===== src/hdl/qnorm_pkg.sv =====
package qnorm_pkg;

  localparam int CW = 16;
  localparam int FB = CW - 2;

  typedef struct packed {
    logic signed [CW-1:0] q_w;
    logic signed [CW-1:0] q_x;
    logic signed [CW-1:0] q_y;
    logic signed [CW-1:0] q_z;
  } qnorm_in_t;

  typedef struct packed {
    logic signed [CW-1:0] out_w;
    logic signed [CW-1:0] out_x;
    logic signed [CW-1:0] out_y;
    logic signed [CW-1:0] out_z;
    logic                 passed_through;
  } qnorm_out_t;

endpackage


===== src/hdl/qnorm_stage.sv =====
// One registered step of a pipelined unit: data and its valid bit move together.
module qnorm_stage
  import qnorm_pkg::*;
#(
  parameter int W = 8
) (
  input  logic         clk,
  input  logic         rst_n,
  input  logic         v_in,
  input  logic [W-1:0] d_in,
  output logic         v_out,
  output logic [W-1:0] d_out
);
  logic         v_r;
  logic [W-1:0] d_r;

  always_ff @(posedge clk) begin
    if (!rst_n) begin
      v_r <= 1'b0;
    end else begin
      v_r <= v_in;
    end
    d_r <= d_in;
  end

  assign v_out = v_r;
  assign d_out = d_r;
endmodule


===== config.mk =====
export PLATFORM = sky130hd
export DESIGN_NAME = qnorm_stage
export DESIGN_NICKNAME = d
export VERILOG_FILES = /design/src/hdl/qnorm_pkg.sv /design/src/hdl/qnorm_stage.sv
export SDC_FILE = /design/constraint.sdc
export NUM_CORES = 1
export LEC_CHECK = 0
export BUFFER_PORTS_ARGS = -buffer_cell sky130_fd_sc_hd__buf_2
export CAP_MARGIN = 20
export CORE_AREA = 5 5 42 44
export CTS_CLUSTER_DIAMETER = 80
export DETAILED_ROUTE_END_ITERATION = 8
export DIE_AREA = 0 0 47 49
export SETUP_SLACK_MARGIN = 0.05
export SYNTH_ARGS = -nofsm -noshare
export SYNTH_HDL_FRONTEND = slang
export SYNTH_SLANG_ARGS = --single-unit

===== constraint.sdc =====
create_clock -name clk -period 1 [get_ports clk]
set_input_delay 0.2 -clock clk [delete_from_list [all_inputs] [get_ports clk]]
set_output_delay 0.2 -clock clk [all_outputs]
set_load 0.02 [all_outputs]

==> results of run 1 <==
[logic make-up after synthesis]
kind of cell,count (synthesis)
AND/OR/NAND/NOR,1
flip-flops,9
[cell usage after synthesis]
| cell | count |
|---|---|
| dfxtp_1 | 9 |
| and2_1 | 1 |
[per-stage QoR]
step | setup slack, ns | cell area [µm²]
after floorplan | 0.4049 | 186.4
after global placement | 0.3558 | 301.5
after detailed placement | 0.3380 | 301.5
after CTS | 0.06138 | 327.8
after global routing | 0.04684 | 347.8
final | 0.09355 | 347.8
[final timing paths]
check | depth (start not counted) | slack, ns | to | start
worst max-delay path | 1 | 0.09 | d_out[5] | d_out[5]$_DFF_P_
worst min-delay path | 1 | 0.05 | d_out[7]$_DFF_P_ | d_in[7]
[cell type report]
cell class / count / area share [%]
clock buffer: 4 / 7.554
tap: 16 / 5.755
sequential: 9 / 51.80
multi-input combinational: 1 / 1.799
timing repair buffer: 19 / 33.09
[power by group]
group / switching [mW] / internal, mW / leakage [nW]
logic: 0.0382 / 0.0362 / 0.0847
clock network: 0.109 / 0.153 / 0.0150
registers: 0.00579 / 0.378 / 0.0758
total: 0.153 / 0.567 / 0.176
[metal layers]
layer	routed length [µm]	up-vias	GRT usage [%]
li1	-	76	-
met1	297	55	7.366
met2	134	20	3.846
met3	113	2	5.166
met4	11	0	6.912
met5	0	-	0
[flip-flops by register name (all words and copies together) (netlist names)]
| name | count |
|---|---|
| d_out | 8 |
| v_out | 1 |
[timing repair]
action	in CTS	in global routing
hold buffers	0	0
gates resized for setup	0	8
setup endpoints to repair	0	8
==> summary.txt, run 1 <==
Setup path
  • CP Data Required Time: 0.80 ns
  • Cell Chain, Critical Path: buf_4
  • Crit path max-delay family: flip-flops
  • Setup CP Type: flip-flop to output port
  • Slowest cell on the critical path: dfxtp_1
  • CP Launch Type: flip-flop
  • Critical path peak fanout: 1
  • Crit path buf inv count: 1
  • Max incr delay on CP: 0.32 ns
  • Worst Path Arrival: 0.71 ns
  • CP Capture Type: output port

Cells and area
  • Layout Utilization: 24.82%
  • Most frequent cells in the layout: buf_2, dfxtp_1, buf_4
  • ANT cells: 0
  • Leading cell type in the layout, fill and taps excluded: buf_2
  • Final Non-Filler Cells: 49
  • Fraction of layout cells with a size suffix above 1: 66.67%
  • Area occupied by multi-input gates: 6.256 µm²
  • Layout area overhead: 86.58%
  • Nets: 45
  • FF/Latch Area: 180.2 µm²
  • FILL cells: 164

Logic synthesis
  • YS warnings: 0
  • Cell accounting for the most synthesized area: dfxtp_1
  • Synth Area in Adders: 0%
  • Synth Area per Inst: 18.64 µm²
  • Synthesis-stage register bit count: 9
  • Distinct cells, synth: 2
  • Area contributors post-synth: dfxtp_1, and2_1
  • Synth top area share: 96.64%
  • Post-synthesis sequential area ratio: 96.64%
  • Post-synthesis xor/xnor area fraction: 0%
  • Post-Syn Instances: 10
  • Post-Syn Area: 186.4 µm²
  • Synth Area in Compound Gates: 0%
  • Mux contribution to synthesized area: 0%
  • Largest family of logic cells by synthesized area: simple AND/OR/NAND/NOR gates
  • Syn_nets: 21
  • Simple-gate share of the synthesized area: 3.356%

Clock network
  • Clk slew on worst S/H paths: 0.06 ns
  • CTS H-tree lvls: 1
  • Clk buf depth: 2
  • Root buf cell: clkbuf_4
  • Post-CTS Setup Repair Bufs: 0
  • CTS sink cnt: 9
  • Total CTS buffers: 3
  • CTS tree: done

Timing
  • FMAX: 1.103 GHz
  • Worst-Margin Slew: 0.1182 ns
  • Final setup TNS: 0 ns
  • Setup Viol. Count Final: 0
  • Hold Slack: 0.04720 ns
  • Hold Fails Final Rpt: 0
  • Slew Viols, Final: 0
  • Worst slew margin: 92.17%
  • RSZ-0062 raised after global routing: true
  • Min cycle time layout: 0.9064 ns
  • Final period utilization: 90.64%

Floorplanning
  • Initial Util: 13.30%
  • I/O pin count: 20
  • Die area: 0.002303 mm²
  • Die Y: 49 µm
  • Row count: 14
  • Die X: 47 µm
  • Core Region: 0.001401 mm²

Pwr
  • Final Power: 0.7202 mW
  • Power density over the cells: 2071 mW/mm²
  • VDD IR max: 839.2 µV
  • P_leak: 0.1755 nW

GRT
  • Overflow left after global routing: 0
  • Pin count of the biggest net entering global routing: 6
  • Initial antenna violation count: 0
  • First-pass GRT wire length: 779 µm
  • GRT Overall Usage: 5.591%
  • Vias in the first global route: 181

Detailed routing
  • Routed length per instance: 11.37 µm
  • First-pass detailed-route iteration total: 1
  • Final ANT Viol Nets: 0
  • DRT iter0 DRCs: 0
  • Drt drc: 0
  • Via count: 153
  • Via-to-Cell Ratio: 3.122
  • Routed WL: 557 µm

Worst hold path
  • HP Class: input port to flip-flop

Place
  • Placed Instances: 45
  • Final GP Congestion: 0.6268
  • I/O Buffers: 19

Status
  • Status: complete, no violations

Job
  • MaxCap Viol Count: 0
No activity file was read; power rests on OpenSTA's default activity.
==> inputs of run 2 (changes only) <==
--- a/config.mk
+++ b/config.mk
@@ -5,6 +5,7 @@
 export SDC_FILE = /design/constraint.sdc
 export NUM_CORES = 1
 export LEC_CHECK = 0
+export ABC_AREA = 1
 export BUFFER_PORTS_ARGS = -buffer_cell sky130_fd_sc_hd__buf_2
 export CAP_MARGIN = 20
 export CORE_AREA = 5 5 42 44
==> constraint.sdc (replaced) <==
create_clock -name clk -period 0.9 [get_ports clk]
set_input_delay 0.18 -clock clk [delete_from_list [all_inputs] [get_ports clk]]
set_output_delay 0.18 -clock clk [all_outputs]
set_load 0.02 [all_outputs]
==> run 2 against run 1 <==
Against the previous run: sequential power rose by 13%; synthesized cell count rose by 10%; largest power group unchanged; worst hold slack got worse by 0.028 ns; cell count rose by 2.0%; clock power increased by 16%; die area is the same; synthesized area increased by 0.67%; non-clock buffer count unchanged; combinational power grew 29%; first-iteration DRC count up 1; core utilization is 3.5 points higher; critical path type unchanged.
==> summary.txt, run 2 <==
Setup path
  • Crit path max-delay family: flip-flops
  • Worst Path Arrival: 0.70 ns (about the same)
  • Cell Chain, Critical Path: buf_6
  • CP Launch Type: flip-flop
  • CP Capture Type: output port
  • Critical path peak fanout: 1 (unchanged)
  • Crit path buf inv count: 1 (unchanged)
  • CP Data Required Time: 0.72 ns (-0.08 ns)
  • Setup CP Type: flip-flop to output port
  • Slowest cell on the critical path: dfxtp_2
  • Max incr delay on CP: 0.32 ns (about the same)

Floorplanning
  • Die area: 0.002303 mm² (unchanged)
  • Die Y: 49 µm (unchanged)
  • I/O pin count: 20 (unchanged)
  • Initial Util: 13.39% (+0.089 points)
  • Core Region: 0.001401 mm² (unchanged)
  • Die X: 47 µm (unchanged)
  • Row count: 14 (unchanged)

Logic synthesis
  • Distinct cells, synth: 3 (+1)
  • Area contributors post-synth: dfxtp_1, inv_1, nand2_1
  • Post-Syn Instances: 11 (+1)
  • Post-synthesis sequential area ratio: 96.00% (-0.64 points)
  • Number of synthesized flops with an enable pin: 0 (unchanged)
  • YS warnings: 0 (unchanged)
  • Synth top area share: 96.00% (-0.64 points)
  • Fraction of registers with async set/reset: 0% (unchanged)
  • Ys flop type: dfxtp_1
  • Post-Syn Area: 187.7 µm² (+0.67%)
  • Syn_nets: 22 (+4.8%)
  • Most frequent cell after synthesis: dfxtp_1
  • Cell accounting for the most synthesized area: dfxtp_1
  • Synthesis-stage register bit count: 9 (unchanged)
  • Synth Area per Inst: 17.06 µm² (-8.5%)
  • Top cells by count, synth: dfxtp_1, inv_1, nand2_1

Timing
  • Slew Viols, Final: 0 (unchanged)
  • Hold Fails Final Rpt: 0 (unchanged)
  • Final worst slack: 0.01772 ns (-0.07583 ns)
  • Hold Slack: 0.01966 ns (-0.02755 ns)
  • Worst slew margin: 95.98% (+3.8 points)
  • FMAX: 1.133 GHz
  • RSZ-0062 raised after global routing: true
  • Setup Viol. Count Final: 0 (unchanged)
  • Min cycle time layout: 0.8823 ns
  • Worst-Margin Slew: 0.06024 ns (-0.05797 ns)
  • Final period utilization: 98.03%
  • Final setup TNS: 0 ns (unchanged)

Clock network
  • Clk buf depth: 2 (unchanged)
  • CTS sink cnt: 9 (unchanged)
  • Cts hold-fix bufs: 0 (unchanged)
  • Clk slew on worst S/H paths: 0.06 ns (about the same)
  • CTS tree: done
  • CTS H-tree lvls: 1 (unchanged)
  • Total CTS buffers: 3 (unchanged)
  • Root buf cell: clkbuf_4

Detailed routing
  • First-pass detailed-route iteration total: 2 (+1)
  • DRT iter0 DRCs: 1 (+1)
  • Via count: 155 (+1.3%)
  • Routed WL: 577 µm (+3.6%)
  • Routed length per instance: 11.54 µm (+1.5%)
  • Drt drc: 0 (unchanged)
  • Via-to-Cell Ratio: 3.100 (-0.72%)
  • Final ANT Viol Nets: 0 (unchanged)

Pwr
  • VDD IR max: 664.1 µV (-21%)
  • Power density over the cells: 2108 mW/mm² (+1.8%)
  • P_leak: 0.1950 nW (+11%)

GRT
  • GRT Overall Usage: 5.587% (about the same)
  • Pin count of the biggest net entering global routing: 6 (unchanged)
  • First-pass GRT wire length: 786 µm (+0.90%)
  • Initial antenna violation count: 0 (unchanged)
  • Vias in the first global route: 178 (-1.7%)
  • Overflow left after global routing: 0 (unchanged)

Cells and area
  • ANT cells: 0 (unchanged)
  • Leading cell type in the layout, fill and taps excluded: buf_2
  • Nets: 46 (+2.2%)
  • Most frequent cells in the layout: buf_2, dfxtp_2, buf_6
  • Layout Utilization: 28.30% (+3.5 points)
  • FILL cells: 157 (-4.3%)
  • Layout area overhead: 111.3%
  • Fraction of layout cells with a size suffix above 1: 91.18% (+25 points)
  • Number of flip-flops in the largest register: 8 (unchanged)

Place
  • I/O Buffers: 19 (unchanged)
  • Setup WS pre-CTS: 0.2544 ns (-0.08362 ns)
  • Final GP Congestion: 0.6380 (+1.8%)

Job
  • MaxCap Viol Count: 0 (unchanged)

Worst hold path
  • HP Class: input port to flip-flop

Status
  • Status: complete, no violations
run 2: cell types whose count changed in the layout (fill, tap and decap cells not counted), sizes merged:
cell and change:
and2 -1, nand2 +1, inv +1
run 2: where the power goes:
| group | total, mW | leakage, nW | switching [mW] | internal [mW] |
|---|---|---|---|---|
| registers | 0.435 | 0.0762 | 0.0108 | 0.424 |
| clock network | 0.305 | 0.0150 | 0.135 | 0.170 |
| logic | 0.0957 | 0.104 | 0.0415 | 0.0542 |
| total | 0.836 | 0.195 | 0.187 | 0.649 |
run 2: layout make-up:
class	instances	area (µm²)	area share, %
multi-input combinational	1	3.754	0.9464
clock buffer	4	26.28	6.625
sequential	9	191.4	48.27
timing repair buffer	19	151.4	38.17
inverter	1	3.754	0.9464
tap	16	20.02	5.047
run 2: cells by family after synthesis:
| kind of cell | count (synthesis) | share of synthesized area, % |
|---|---|---|
| and+or+nand+nor | 1 | 1.998 |
| DFF | 9 | 96.00 |
| buffers and inverters | 1 | 1.998 |
run 2: repair_timing:
action                                  4_1_cts  5_1_grt
pin swaps                                     0        0
resized for setup                            27        0
endpoints found under the setup margin        9        9
setup buffers                                 0        0
endpoints found under the hold margin         0        0
run 2: worst paths after layout:
check,startpoint,end,depth (start not counted)
hold / removal,d_in[3],d_out[3]$_DFF_P_,1
setup / recovery,d_out[3]$_DFF_P_,d_out[3],1
run 2: per-layer routing:
layer	wire length, µm	up-vias	global-route usage [%]
li1	-	77	-
met5	0	-	0
met4	0	0	5.530
met3	155	0	6.642
met2	146	22	3.846
met1	275	56	7.127
run 2: through the flow:
stage | cells | power [mW] | area (µm²)
floorplan | 11 | 0.4636 | 187.7
global placement | 46 | 0.5073 | 302.8
detailed placement | 46 | 0.5072 | 302.8
CTS | 50 | 0.8520 | 396.6
global route | 50 | 0.8745 | 396.6
finish | 50 | 0.8361 | 396.6
==> inputs of run 3 (changes only) <==
--- a/config.mk
+++ b/config.mk
@@ -9,9 +9,11 @@
 export BUFFER_PORTS_ARGS = -buffer_cell sky130_fd_sc_hd__buf_2
 export CAP_MARGIN = 20
 export CORE_AREA = 5 5 42 44
+export CTS_BUF_LIST = sky130_fd_sc_hd__clkbuf_8
 export CTS_CLUSTER_DIAMETER = 80
 export DETAILED_ROUTE_END_ITERATION = 8
 export DIE_AREA = 0 0 47 49
+export GPL_TIMING_DRIVEN = 0
 export SETUP_SLACK_MARGIN = 0.05
 export SYNTH_ARGS = -nofsm -noshare
 export SYNTH_HDL_FRONTEND = slang
==> run 3 against run 2 <==
Against the previous run: wire length decreased by 5.7%; critical path depth unchanged; global-route usage increased by 0.071 points; via count decreased by 3.9%; clock-buffer cell count decreased by 1; largest power group is now clock.
==> summary.txt, run 3 (same netlist as run 2, synthesis figures left out) <==
Status
  • Status: complete, no violations

Setup path
  • Max incr delay on CP: 0.31 ns (about the same)
  • CP Data Required Time: 0.72 ns (about the same)
  • Setup CP Type: flip-flop to output port
  • Critical path peak fanout: 1 (unchanged)
  • Slowest cell on the critical path: dfxtp_2
  • Crit path buf inv count: 1 (unchanged)
  • Worst Path Arrival: 0.66 ns (-0.04 ns)
  • CP Launch Type: flip-flop
  • Crit path max-delay family: flip-flops
  • Crit path from: d_out[4]$_DFF_P_
  • Cell Chain, Critical Path: buf_6
  • CP Capture Type: output port

Pwr
  • VDD IR max: 1189 µV (+79%)
  • Power density over the cells: 2346 mW/mm² (+11%)
  • P_leak: 0.2069 nW (+6.1%)

Timing
  • Worst-Margin Slew: 0.05520 ns (-0.005038 ns)
  • RSZ-0062 raised after global routing: true
  • Worst slew margin: 96.33% (+0.34 points)
  • Setup Viol. Count Final: 0 (unchanged)
  • Hold Fails Final Rpt: 0 (unchanged)
  • Final period utilization: 93.70% (-4.3 points)
  • Slew Viols, Final: 0 (unchanged)
  • Final setup TNS: 0 ns (unchanged)
  • FMAX: 1.186 GHz (+4.6%)
  • Min cycle time layout: 0.8433 ns (-0.03902 ns)

Cells and area
  • Fraction of layout cells with a size suffix above 1: 91.18% (unchanged)
  • Layout area overhead: 121.3%
  • Most frequent cells in the layout: buf_2, dfxtp_2, buf_6
  • Number of flip-flops in the largest register: 8 (unchanged)
  • Layout Utilization: 29.64% (+1.3 points)
  • Nets: 46 (unchanged)
  • Leading cell type in the layout, fill and taps excluded: buf_2
  • ANT cells: 0 (unchanged)
  • Cell area after layout: 415.4 µm² (+4.7%)

Clock network
  • CTS resizes: 26 (-3.7%)
  • Post-CTS Setup Repair Bufs: 0 (unchanged)
  • CTS sink cnt: 9 (unchanged)
  • Clk slew on worst S/H paths: 0.04 ns (-0.02 ns)
  • CTS tree: done
  • Cts hold-fix bufs: 0 (unchanged)
  • Clk buf depth: 2 (unchanged)
  • Total CTS buffers: 3 (unchanged)
  • Root buf cell: clkbuf_8
  • CTS H-tree lvls: 1 (unchanged)

Job
  • MaxCap Viol Count: 0 (unchanged)

Floorplanning
  • Row count: 14 (unchanged)
  • Core Region: 0.001401 mm² (unchanged)
  • Die X: 47 µm (unchanged)
  • I/O pin count: 20 (unchanged)
  • Initial Util: 13.39% (unchanged)
  • Die Y: 49 µm (unchanged)
  • Die area: 0.002303 mm² (unchanged)

Place
  • I/O Buffers: 19 (unchanged)
  • Final GP Congestion: 0.6217 (-2.6%)
  • Area after DPL: 302.8 µm² (unchanged)

GRT
  • Initial antenna violation count: 0 (unchanged)
  • GR Util met3: 8.856% (+2.2 points)
  • Grt peak-use layer: met3
  • First-pass GRT wire length: 779 µm (-0.89%)
  • Met1 usage: 6.236% (-0.89 points)
  • GRT Overall Usage: 5.658% (+0.071 points)
  • Pin count of the biggest net entering global routing: 6 (unchanged)
  • Overflow left after global routing: 0 (unchanged)
  • Met2 Usage GRT: 3.620% (-0.23 points)
  • Vias in the first global route: 158 (-11%)

Detailed routing
  • Via count: 149 (-3.9%)
  • First-pass detailed-route iteration total: 2 (unchanged)
  • Routed length per instance: 10.88 µm (-5.7%)
  • Final ANT Viol Nets: 0 (unchanged)
  • Routed WL: 544 µm (-5.7%)
  • DRT iter0 DRCs: 2 (+1)
  • Via-to-Cell Ratio: 2.980 (-3.9%)
  • Drt drc: 0 (unchanged)

Worst hold path
  • Hold Startpoint: d_in[1]
  • HP Class: input port to flip-flop
## run 3: cell type report
class                   instances  area (µm²)
well taps                      16       20.02
fillers                       158       985.9
flip-flops and latches          9       191.4
repair buffers                 19       151.4
inverters                       1       3.754
clock buffers                   3       41.29
multi-input cells               1       3.754
clock inverters                 1       3.754
## run 3: path summary, 6_finish.rpt
path,endpoint,slack (ns),depth (start not counted)
setup / recovery,d_out[4],0.06,1
hold / removal,d_out[1]$_DFF_P_,0.05,1
## run 3: per-layer routing
layer / share of wire [%] / vias to the layer above
met1: 43 / 45
met4: 2.0 / 0
met2: 20 / 24
li1: - / 78
met5: 0 / -
met3: 34 / 2
## run 3: stage by stage
step           cells  hold WS, ns  setup WS [ns]  total power [mW]
2_1_floorplan     11       0.2077         0.3249            0.4636
3_3_place_gp      46       0.2834         0.2540            0.5077
3_5_place_dp      46       0.2836         0.2553            0.5077
4_1_cts           50      0.04394        0.04706            0.9925
5_1_grt           50      0.03526        0.02791             1.027
6_report          50      0.04883        0.05674            0.9747
## run 3: report_power, final
| part | internal [mW] | switching [mW] | total [mW] |
|---|---|---|---|
| Clock | 0.296 | 0.147 | 0.443 |
| Combinational | 0.0542 | 0.0409 | 0.0951 |
| Sequential | 0.426 | 0.0104 | 0.437 |
| Total | 0.776 | 0.198 | 0.975 |
